**src/rtl/pcms_pkg.sv**
```systemverilog
`default_nettype none

package pcms_pkg;

	localparam int unsigned DEF_MAX_WINDOW  = 256;
	localparam int unsigned DEF_SAMPLE_BITS = 12;

	localparam int unsigned WLEN_W    = 9;
	localparam int unsigned GAIN_W    = 24;
	localparam int unsigned CFG_W     = 24;
	localparam int unsigned CFG_IDX_W = 2;

	localparam int unsigned CUR_OW   = 32;
	localparam int unsigned SLOPE_OW = 48;
	localparam int unsigned BUS_OW   = 32;

	// The first product is kept to 64 bits; the second multiplier is twice the rate.
	localparam int unsigned PROD1_W = 64;
	localparam int unsigned MPL_W   = GAIN_W + 1;
	localparam int unsigned DW      = PROD1_W + MPL_W;
	localparam int unsigned STEP_W  = $clog2(DW);

	localparam logic [WLEN_W-1:0] WLEN_RST = WLEN_W'(8);
	localparam logic [GAIN_W-1:0] GAIN_RST = GAIN_W'(65536);
	localparam logic [GAIN_W-1:0] RATE_RST = GAIN_W'(1000000);

	typedef enum logic [CFG_IDX_W-1:0] {
		REG_WINDOW_LEN   = 2'd0,
		REG_CURRENT_GAIN = 2'd1,
		REG_VBUS_GAIN    = 2'd2,
		REG_SAMPLE_RATE  = 2'd3
	} reg_idx_t;

	typedef enum logic [2:0] {
		JOB_CUR_U = 3'd0,
		JOB_CUR_V = 3'd1,
		JOB_CUR_W = 3'd2,
		JOB_SLP_U = 3'd3,
		JOB_SLP_V = 3'd4,
		JOB_SLP_W = 3'd5,
		JOB_BUS   = 3'd6
	} job_t;

	typedef struct packed {
		logic acc;
		logic clear;
		logic mul_load;
		logic mul_step;
		logic mul2_load;
		logic div_step;
		logic store;
		job_t job;
	} cmd_t;

	typedef struct packed {
		logic last;
	} sts_t;

endpackage

`default_nettype wire

```
**src/rtl/pcms_ctrl.sv**
```systemverilog
`default_nettype none

module pcms_ctrl (
	input  wire logic           clk,
	input  wire logic           arst_n,
	input  wire logic           in_valid,
	output logic                in_stall,
	output logic                out_valid,
	input  wire logic           out_stall,
	input  wire pcms_pkg::sts_t sts,
	output pcms_pkg::cmd_t      cmd
);
	import pcms_pkg::*;

	typedef enum logic [7:0] {
		S_IDLE   = 8'b0000_0001,
		S_WAIT   = 8'b0000_0010,
		S_LOAD   = 8'b0000_0100,
		S_MUL    = 8'b0000_1000,
		S_RELOAD = 8'b0001_0000,
		S_MUL2   = 8'b0010_0000,
		S_DIV    = 8'b0100_0000,
		S_STORE  = 8'b1000_0000
	} state_t;

	state_t            state_q, state_d;
	logic [STEP_W-1:0] step_q, step_d;
	job_t              job_q, job_d;
	logic              out_valid_q, out_valid_d;
	logic              is_slope;

	assign is_slope  = job_q inside {JOB_SLP_U, JOB_SLP_V, JOB_SLP_W};
	assign in_stall  = (state_q != S_IDLE);
	assign out_valid = out_valid_q;

	always_comb begin
		cmd         = '0;
		cmd.job     = job_q;
		state_d     = state_q;
		step_d      = step_q;
		job_d       = job_q;
		out_valid_d = out_valid_q;
		if (out_valid_q && !out_stall) begin
			out_valid_d = 1'b0;
		end
		case (state_q)
			S_IDLE: begin
				job_d = JOB_CUR_U;
				if (in_valid) begin
					cmd.acc = 1'b1;
					if (sts.last) begin
						state_d = S_WAIT;
					end
				end
			end
			S_WAIT: begin
				if (!out_valid_q) begin
					state_d = S_LOAD;
				end
			end
			S_LOAD: begin
				cmd.mul_load = 1'b1;
				step_d       = '0;
				state_d      = S_MUL;
			end
			S_MUL: begin
				cmd.mul_step = 1'b1;
				step_d       = step_q + STEP_W'(1);
				if (step_q == STEP_W'(GAIN_W - 1)) begin
					step_d  = '0;
					state_d = is_slope ? S_RELOAD : S_DIV;
				end
			end
			S_RELOAD: begin
				cmd.mul2_load = 1'b1;
				step_d        = '0;
				state_d       = S_MUL2;
			end
			S_MUL2: begin
				cmd.mul_step = 1'b1;
				step_d       = step_q + STEP_W'(1);
				if (step_q == STEP_W'(MPL_W - 1)) begin
					step_d  = '0;
					state_d = S_DIV;
				end
			end
			S_DIV: begin
				cmd.div_step = 1'b1;
				step_d       = step_q + STEP_W'(1);
				if (step_q == STEP_W'(DW - 1)) begin
					step_d  = '0;
					state_d = S_STORE;
				end
			end
			S_STORE: begin
				cmd.store = 1'b1;
				if (job_q == JOB_BUS) begin
					cmd.clear   = 1'b1;
					out_valid_d = 1'b1;
					state_d     = S_IDLE;
				end else begin
					job_d   = job_t'(3'(job_q + 3'd1));
					state_d = S_LOAD;
				end
			end
			default: begin
				state_d = S_IDLE;
			end
		endcase
	end

	always_ff @(posedge clk or negedge arst_n) begin
		if (!arst_n) begin
			state_q     <= S_IDLE;
			step_q      <= '0;
			job_q       <= JOB_CUR_U;
			out_valid_q <= 1'b0;
		end else begin
			state_q     <= state_d;
			step_q      <= step_d;
			job_q       <= job_d;
			out_valid_q <= out_valid_d;
		end
	end

endmodule

`default_nettype wire

```
**src/rtl/pcms_dpath.sv**
```systemverilog
`default_nettype none

module pcms_dpath #(
	parameter int unsigned MAX_WINDOW  = pcms_pkg::DEF_MAX_WINDOW,
	parameter int unsigned SAMPLE_BITS = pcms_pkg::DEF_SAMPLE_BITS
) (
	input  wire logic                                 clk,
	input  wire logic                                 arst_n,
	input  wire logic                                 cfg_we,
	input  wire logic [pcms_pkg::CFG_IDX_W-1:0]       cfg_index,
	input  wire logic [pcms_pkg::CFG_W-1:0]           cfg_data,
	input  wire logic [SAMPLE_BITS-1:0]               u_raw,
	input  wire logic [SAMPLE_BITS-1:0]               v_raw,
	input  wire logic [SAMPLE_BITS-1:0]               w_raw,
	input  wire logic [SAMPLE_BITS-1:0]               bus_raw,
	input  wire pcms_pkg::cmd_t                       cmd,
	output pcms_pkg::sts_t                            sts,
	output logic signed [pcms_pkg::CUR_OW-1:0]        current_u,
	output logic signed [pcms_pkg::CUR_OW-1:0]        current_v,
	output logic signed [pcms_pkg::CUR_OW-1:0]        current_w,
	output logic signed [pcms_pkg::SLOPE_OW-1:0]      slope_u,
	output logic signed [pcms_pkg::SLOPE_OW-1:0]      slope_v,
	output logic signed [pcms_pkg::SLOPE_OW-1:0]      slope_w,
	output logic [pcms_pkg::BUS_OW-1:0]               bus_voltage
);
	import pcms_pkg::*;

	localparam int NW      = $clog2(MAX_WINDOW + 1);
	localparam int MEAN_W  = SAMPLE_BITS + NW;
	localparam int SLOPE_W = SAMPLE_BITS + 2 * NW;
	localparam int BUS_W   = SAMPLE_BITS + NW;
	localparam int PSS_W   = 3 * NW;
	localparam int PW      = NW + 2;
	localparam int DV      = PSS_W;

	logic [WLEN_W-1:0] window_len_q;
	logic [GAIN_W-1:0] current_gain_q, vbus_gain_q, sample_rate_q;

	logic [NW-1:0]              count_q;
	logic signed [MEAN_W-1:0]   mean_q  [3];
	logic signed [SLOPE_W-1:0]  slope_q [3];
	logic [BUS_W-1:0]           bus_sum_q;
	logic [PSS_W-1:0]           pss_q;

	logic [DW-1:0]    prod_q, mcand_q;
	logic [MPL_W-1:0] mplier_q;
	logic [DV-1:0]    rem_q;

	logic signed [CUR_OW-1:0]   cur_q [3];
	logic signed [SLOPE_OW-1:0] slp_q [3];
	logic [BUS_OW-1:0]          bus_out_q;

	logic [NW-1:0]                  n_eff;
	logic signed [PW-1:0]           pos;
	logic [SAMPLE_BITS-1:0]         ph_raw [3];
	logic signed [SAMPLE_BITS:0]    dph    [3];
	logic signed [SAMPLE_BITS+PW:0] dprod  [3];
	logic signed [2*PW-1:0]         sq;
	logic                           wlen_write;
	logic                           clear_all;

	logic [PROD1_W-1:0] src_mag;
	logic               src_pos;
	logic [GAIN_W-1:0]  gain_sel;
	logic [DV-1:0]      divisor;
	logic [DV:0]        rem_sh;
	logic               round_up;
	logic [DW:0]        qr;
	logic [SLOPE_OW-1:0] sat_cur, sat_slp;
	logic [BUS_OW-1:0]  sat_bus;

	function automatic logic [PROD1_W-1:0] mag_mean(input logic signed [MEAN_W-1:0] v);
		logic [MEAN_W-1:0] m;
		m = v[MEAN_W-1] ? $unsigned(-v) : $unsigned(v);
		return PROD1_W'(m);
	endfunction

	function automatic logic [PROD1_W-1:0] mag_slope(input logic signed [SLOPE_W-1:0] v);
		logic [SLOPE_W-1:0] m;
		m = v[SLOPE_W-1] ? $unsigned(-v) : $unsigned(v);
		return PROD1_W'(m);
	endfunction

	function automatic logic [SLOPE_OW-1:0] sat_neg(input logic [DW:0] q, input logic sp,
			input int unsigned bits);
		logic [DW:0] half;
		logic [DW:0] m;
		half = (DW + 1)'(1) << (bits - 1);
		if (sp) begin
			m = (q > half) ? half : q;
			m = (DW + 1)'(0) - m;
		end else begin
			m = (q > half - (DW + 1)'(1)) ? half - (DW + 1)'(1) : q;
		end
		return m[SLOPE_OW-1:0];
	endfunction

	assign ph_raw[0] = u_raw;
	assign ph_raw[1] = v_raw;
	assign ph_raw[2] = w_raw;

	always_comb begin
		if (window_len_q < WLEN_W'(2)) begin
			n_eff = NW'(2);
		end else if (32'(window_len_q) > 32'(MAX_WINDOW)) begin
			n_eff = NW'(MAX_WINDOW);
		end else begin
			n_eff = NW'(window_len_q);
		end
	end

	assign pos = $signed({1'b0, count_q, 1'b0}) - $signed({2'b00, n_eff}) + $signed(PW'(1));
	assign sq  = pos * pos;

	always_comb begin
		for (int i = 0; i < 3; i++) begin
			dph[i]   = $signed({1'b0, ph_raw[i]})
				- $signed({2'b01, {(SAMPLE_BITS - 1){1'b0}}});
			dprod[i] = dph[i] * pos;
		end
	end

	assign sts.last   = (({1'b0, count_q} + (NW + 1)'(1)) == {1'b0, n_eff});
	assign wlen_write = cfg_we && (reg_idx_t'(cfg_index) == REG_WINDOW_LEN);
	assign clear_all  = cmd.clear || wlen_write;

	always_ff @(posedge clk or negedge arst_n) begin
		if (!arst_n) begin
			window_len_q   <= WLEN_RST;
			current_gain_q <= GAIN_RST;
			vbus_gain_q    <= GAIN_RST;
			sample_rate_q  <= RATE_RST;
		end else if (cfg_we) begin
			case (reg_idx_t'(cfg_index))
				REG_WINDOW_LEN:   window_len_q   <= cfg_data[WLEN_W-1:0];
				REG_CURRENT_GAIN: current_gain_q <= cfg_data[GAIN_W-1:0];
				REG_VBUS_GAIN:    vbus_gain_q    <= cfg_data[GAIN_W-1:0];
				REG_SAMPLE_RATE:  sample_rate_q  <= cfg_data[GAIN_W-1:0];
				default: begin
				end
			endcase
		end
	end

	always_ff @(posedge clk or negedge arst_n) begin
		if (!arst_n) begin
			count_q   <= '0;
			bus_sum_q <= '0;
			pss_q     <= '0;
			for (int i = 0; i < 3; i++) begin
				mean_q[i]  <= '0;
				slope_q[i] <= '0;
			end
		end else if (clear_all) begin
			count_q   <= '0;
			bus_sum_q <= '0;
			pss_q     <= '0;
			for (int i = 0; i < 3; i++) begin
				mean_q[i]  <= '0;
				slope_q[i] <= '0;
			end
		end else if (cmd.acc) begin
			count_q   <= count_q + NW'(1);
			bus_sum_q <= bus_sum_q + BUS_W'(bus_raw);
			pss_q     <= pss_q + PSS_W'($unsigned(sq));
			for (int i = 0; i < 3; i++) begin
				mean_q[i]  <= mean_q[i] + MEAN_W'(dph[i]);
				slope_q[i] <= slope_q[i] + SLOPE_W'(dprod[i]);
			end
		end
	end

	always_comb begin
		src_mag  = '0;
		src_pos  = 1'b0;
		gain_sel = current_gain_q;
		divisor  = DV'(n_eff);
		case (cmd.job)
			JOB_CUR_U, JOB_CUR_V, JOB_CUR_W: begin
				src_mag = mag_mean(mean_q[cmd.job[1:0]]);
				src_pos = !mean_q[cmd.job[1:0]][MEAN_W-1] && (mean_q[cmd.job[1:0]] != '0);
			end
			JOB_SLP_U: begin
				src_mag = mag_slope(slope_q[0]);
				src_pos = !slope_q[0][SLOPE_W-1] && (slope_q[0] != '0);
				divisor = pss_q;
			end
			JOB_SLP_V: begin
				src_mag = mag_slope(slope_q[1]);
				src_pos = !slope_q[1][SLOPE_W-1] && (slope_q[1] != '0);
				divisor = pss_q;
			end
			JOB_SLP_W: begin
				src_mag = mag_slope(slope_q[2]);
				src_pos = !slope_q[2][SLOPE_W-1] && (slope_q[2] != '0);
				divisor = pss_q;
			end
			JOB_BUS: begin
				src_mag  = PROD1_W'(bus_sum_q);
				gain_sel = vbus_gain_q;
			end
			default: begin
			end
		endcase
	end

	assign rem_sh   = {rem_q, prod_q[DW-1]};
	assign round_up = ({rem_q, 1'b0} >= {1'b0, divisor});
	assign qr       = {1'b0, prod_q} + (DW + 1)'(round_up);
	assign sat_cur  = sat_neg(qr, src_pos, CUR_OW);
	assign sat_slp  = sat_neg(qr, src_pos, SLOPE_OW);
	assign sat_bus  = (qr > (DW + 1)'({BUS_OW{1'b1}})) ? '1 : qr[BUS_OW-1:0];

	always_ff @(posedge clk) begin
		if (cmd.mul_load) begin
			mcand_q  <= DW'(src_mag);
			mplier_q <= MPL_W'(gain_sel);
			prod_q   <= '0;
			rem_q    <= '0;
		end else if (cmd.mul2_load) begin
			mcand_q  <= DW'(prod_q[PROD1_W-1:0]);
			mplier_q <= {sample_rate_q, 1'b0};
			prod_q   <= '0;
		end else if (cmd.mul_step) begin
			if (mplier_q[0]) begin
				prod_q <= prod_q + mcand_q;
			end
			mcand_q  <= mcand_q << 1;
			mplier_q <= mplier_q >> 1;
		end else if (cmd.div_step) begin
			if (rem_sh >= {1'b0, divisor}) begin
				rem_q  <= DV'(rem_sh - {1'b0, divisor});
				prod_q <= {prod_q[DW-2:0], 1'b1};
			end else begin
				rem_q  <= rem_sh[DV-1:0];
				prod_q <= {prod_q[DW-2:0], 1'b0};
			end
		end
	end

	always_ff @(posedge clk) begin
		if (cmd.store) begin
			case (cmd.job)
				JOB_CUR_U: cur_q[0] <= sat_cur[CUR_OW-1:0];
				JOB_CUR_V: cur_q[1] <= sat_cur[CUR_OW-1:0];
				JOB_CUR_W: cur_q[2] <= sat_cur[CUR_OW-1:0];
				JOB_SLP_U: slp_q[0] <= sat_slp;
				JOB_SLP_V: slp_q[1] <= sat_slp;
				JOB_SLP_W: slp_q[2] <= sat_slp;
				JOB_BUS:   bus_out_q <= sat_bus;
				default: begin
				end
			endcase
		end
	end

	assign current_u   = cur_q[0];
	assign current_v   = cur_q[1];
	assign current_w   = cur_q[2];
	assign slope_u     = slp_q[0];
	assign slope_v     = slp_q[1];
	assign slope_w     = slp_q[2];
	assign bus_voltage = bus_out_q;

endmodule

`default_nettype wire

```
**src/rtl/phase_current_mean_slope_unit.sv**
```systemverilog
// Each sample set is taken while the unit is idle and added to the window sums.
// The set that closes a window starts a result sequence: ten
// shift-add multiplies and seven 89-step restoring divisions on one shared unit.
// A closed window waits for a pending result to be taken before it starts.
// Reset is asynchronous and active low; it restores the register defaults
// and clears all window sums.
`default_nettype none

module phase_current_mean_slope_unit #(
	parameter int unsigned MAX_WINDOW  = pcms_pkg::DEF_MAX_WINDOW,
	parameter int unsigned SAMPLE_BITS = pcms_pkg::DEF_SAMPLE_BITS
) (
	input  wire logic                            clk,
	input  wire logic                            arst_n,
	input  wire logic                            cfg_we,
	input  wire logic [pcms_pkg::CFG_IDX_W-1:0]  cfg_index,
	input  wire logic [pcms_pkg::CFG_W-1:0]      cfg_data,
	input  wire logic                            in_valid,
	output logic                                 in_stall,
	input  wire logic [SAMPLE_BITS-1:0]          u_raw,
	input  wire logic [SAMPLE_BITS-1:0]          v_raw,
	input  wire logic [SAMPLE_BITS-1:0]          w_raw,
	input  wire logic [SAMPLE_BITS-1:0]          bus_raw,
	output logic                                 out_valid,
	input  wire logic                            out_stall,
	output logic signed [pcms_pkg::CUR_OW-1:0]   current_u,
	output logic signed [pcms_pkg::CUR_OW-1:0]   current_v,
	output logic signed [pcms_pkg::CUR_OW-1:0]   current_w,
	output logic signed [pcms_pkg::SLOPE_OW-1:0] slope_u,
	output logic signed [pcms_pkg::SLOPE_OW-1:0] slope_v,
	output logic signed [pcms_pkg::SLOPE_OW-1:0] slope_w,
	output logic [pcms_pkg::BUS_OW-1:0]          bus_voltage
);
	import pcms_pkg::*;

	cmd_t cmd;
	sts_t sts;

	pcms_ctrl u_ctrl (
		.clk       (clk),
		.arst_n    (arst_n),
		.in_valid  (in_valid),
		.in_stall  (in_stall),
		.out_valid (out_valid),
		.out_stall (out_stall),
		.sts       (sts),
		.cmd       (cmd)
	);

	pcms_dpath #(
		.MAX_WINDOW  (MAX_WINDOW),
		.SAMPLE_BITS (SAMPLE_BITS)
	) u_dpath (
		.clk         (clk),
		.arst_n      (arst_n),
		.cfg_we      (cfg_we),
		.cfg_index   (cfg_index),
		.cfg_data    (cfg_data),
		.u_raw       (u_raw),
		.v_raw       (v_raw),
		.w_raw       (w_raw),
		.bus_raw     (bus_raw),
		.cmd         (cmd),
		.sts         (sts),
		.current_u   (current_u),
		.current_v   (current_v),
		.current_w   (current_w),
		.slope_u     (slope_u),
		.slope_v     (slope_v),
		.slope_w     (slope_w),
		.bus_voltage (bus_voltage)
	);

endmodule

`default_nettype wire

```
**config.mk**
```make
export PLATFORM = sky130hd
export DESIGN_NAME = phase_current_mean_slope_unit
export DESIGN_NICKNAME = d
export VERILOG_FILES = /design/src/rtl/pcms_pkg.sv /design/src/rtl/pcms_ctrl.sv /design/src/rtl/pcms_dpath.sv /design/src/rtl/phase_current_mean_slope_unit.sv
export SDC_FILE = /design/constraint.sdc
export NUM_CORES = 2
export LEC_CHECK = 0
export BUFFER_PORTS_ARGS = -buffer_cell sky130_fd_sc_hd__buf_4
export CAP_MARGIN = 20
export CORE_MARGIN = 3
export CORE_UTILIZATION = 35
export CTS_BUF_LIST = sky130_fd_sc_hd__clkbuf_2
export DETAILED_ROUTE_END_ITERATION = 7
export SYNTH_ARGS = -nofsm -noshare
export SYNTH_HDL_FRONTEND = slang
export SYNTH_SLANG_ARGS = --single-unit
```
**constraint.sdc**
```tcl
create_clock -name clk -period 9.1 [get_ports clk]
set_clock_uncertainty 0.2 [all_clocks]
set_input_delay 0.455 -clock clk [delete_from_list [all_inputs] [get_ports clk]]
set_output_delay 0.455 -clock clk [all_outputs]
set_load 0.005 [all_outputs]
```
==> results.ini <==
[clocking]
cts_buffers=223
cts_tree=built
clockRootBuffer=clkbuf_2
clk_latency_ns=1.92
cts_buffer_depth=3
clkTransAtPathRegs_ns=0.13
htreeDepth=4
numClockSinks=812

[drt]
wirelength_mm=248
dr.pass1.iters=8
drtAntennaViolNets=0
met1_length_mm=106
routedWlPerCell_um=20.2
drc_errors=0
drtIter0Drc=5554
top_layer=met5
routed-wl-met3_mm=17.5
dr_wl_met2_mm=115
num_vias=65300
vias_per_cell=5.31

[worst_setup_path]
reg2reg_from=u_dpath.window_len_q[4]
start_kind=flip-flop
crit_fanout=7
crit_end=u_dpath.slope_q[89]
cp.required_ns=10.60
critPathLaunch=u_dpath.window_len_q[4]
r2r_end=u_dpath.slope_q[89]
max_stage_delay_ns=0.56
r2r_slack_ns=0.23
critPathKind=reg -> reg
cpMostUsedCell=fa_1
crit_slowest_cell=fa_1
end_kind=flip-flop
reg2regPathDepth=38
cp.arrival_ns=10.36

[cells_and_area]
final_cells=12291
fin_util=0.419
multi_input_area_um2=49400
drive_above_1_share=0.143
fill_cells=20987
regArea_um2=21400
nets=10501
area_growth_pct=18.3

[sta]
drv_slew=0
worst_slack_ns=0.235
timing.final.crit_share=0.974
final_hold_viol_count=0
clock.fmax_mhz=113
setup_viol=0
slew_headroom=0.200
fin_crit_ns=8.87
hold_ws_ns=0.206
rsz0062_at_grt=yes
worst_pin_slew_ns=1.20

[placement]
gp_congestion=0.941
io_buffers=352
place_hpwl_mm=182
dp_cells=11514
dp_worst_setup_slack_ns=-0.260

[yosys]
synth_cell_type_count=94
synth_area_um2=75500
avgSynthCellArea_um2=8.94
yosys_warnings=0
synth_area_leaders=fa_1, edfxtp_1, dfrtp_1
ys_async_sr_fraction=0.382
synth_edf_count=360
ys_seq_area_frac=0.284
ys.flop_type=edfxtp_1
yosys.area.top_type=fa_1
syn_inst=8448
synth_top_area_frac=0.172
yosysMostFrequentCell=inv_1
yosys_register_bits=812
ys_top_cells_by_count=inv_1, nand2_1, a21oi_1, fa_1, nor2_1
syn_nets=9686

[grt]
grt_overflow=0
track_usage=0.219
antenna_found_initial=10
grt_pass1_wl_mm=384
grt_max_degree=87
grt_pass1_vias=65642

[floorplanning]
start_util=0.354
die_h_um=470
dieArea_um2=221000
ios=353
rows=169
die_x_um=470
core-area_um2=213000

[hold_path]
hold_path_class=in -> reg

[job]
cap_violations=0

[outcome]
status=finished, final reports clean

stage by stage:
step / setup TNS [ns] / cell area (um^2)
2_1_floorplan: 0 / 75500
3_3_place_gp: -1.92 / 82700
3_5_place_dp: -2.75 / 82700
4_1_cts: -0.392 / 88200
5_1_grt: -1.04 / 89300
6_report: 0 / 89300
cells in the final DEF, fill, tap and decap left out, types with 63 or more instances in the layout:
master         instances
clkinv_1              86
o21bai_1              63
mux2_2                82
nand3_1              166
o21ai_0              332
and2_1               154
dfrtp_1              299
clkbuf_2             303
nor2_1               525
ha_1                 487
fa_1                 639
edfxtp_1             360
and3_1                63
xor2_1               157
nand2b_1              73
nor3_1               142
nand4_1               89
nand2_1             1000
buf_4                664
xnor2_1              337
inv_1               1070
a21o_1               123
dfxtp_1              142
a21oi_1              664
dlygate4sd3_1        314
a211oi_1              91
or3_1                 65
routing by layer:
layer  track usage  vias up
met3        0.0389      424
met1         0.292    32100
met4        0.0733        2
met5             0        -
li1              -    30357
met2         0.357     2417
how the worst min path moves through the flow:
stage               start                         to  slack (ns)  cells past startpoint
6_report       bus_raw[8]       u_dpath.bus_sum_q[9]        0.21                      8
5_1_grt          in_valid           u_dpath.pss_q[1]        0.04                      6
4_1_cts          u_raw[1]        u_dpath.slope_q[62]        0.01                     10
3_5_place_dp       arst_n   u_dpath.sample_rate_q[0]        0.22                      1
3_3_place_gp       arst_n  u_dpath.current_gain_q[1]        0.22                      1
2_1_floorplan      arst_n            u_ctrl.job_q[0]       -0.04                      0
cell families (layout without fill, tap and decap cells):
kind of cell    Yosys count  after routing  share of synthesized area
compound gates         1795           1795                      0.148
xor+xnor                504            504                     0.0585
flops                   812            812                      0.284
other cells               0             16                          0
mux                     141            141                     0.0201
fa+ha+maj              1159           1159                      0.257
simple gates           2534           2534                      0.158
buf+inv                1503           2509                     0.0755
sequential cells by signal, indices dropped and copies added, names as in the netlist, 21 cells and up:
name,flops
u_dpath.mcand_q,89
u_dpath.bus_sum_q,21
u_dpath.mplier_q,25
u_dpath.vbus_gain_q,24
u_dpath.prod_q,89
u_dpath.rem_q,27
u_dpath.current_gain_q,24
u_dpath.sample_rate_q,24
u_dpath.cur_q,96
u_dpath.pss_q,27
u_dpath.slope_q,90
u_dpath.mean_q,63
u_dpath.slp_q,144
u_dpath.bus_voltage,32
critical path: cells and delay by family (launching register included):
family          cells  cell delay (ns)
buf+inv             5             0.56
simple gates        7             1.29
compound gates     15             2.70
xor+xnor            2             0.26
fa+ha+maj           9             3.48
flops               1             0.39
layout make-up:
cell class / instances / area share
antenna: 16 / 0.000448
clock buffer: 303 / 0.0170
clock inverter: 113 / 0.00780
inverter: 1085 / 0.0456
multi-input combinational: 6133 / 0.553
sequential: 812 / 0.240
tap: 2821 / 0.0395
timing repair buffer: 1008 / 0.0971
timing repair:
action | in CTS | in global routing
setup endpoints to repair | 28 | 144
pin swaps | 4 | 146
endpoints found under the hold margin | 608 | 0
gates cloned | 0 | 3
gates resized for setup | 12 | 162
hold buffers | 317 | 0
buffers inserted | 4 | 20
Power is left out: the tool's default activity adds up to more than one toggle a clock period on the data nets, which glitch-free logic cannot reach.
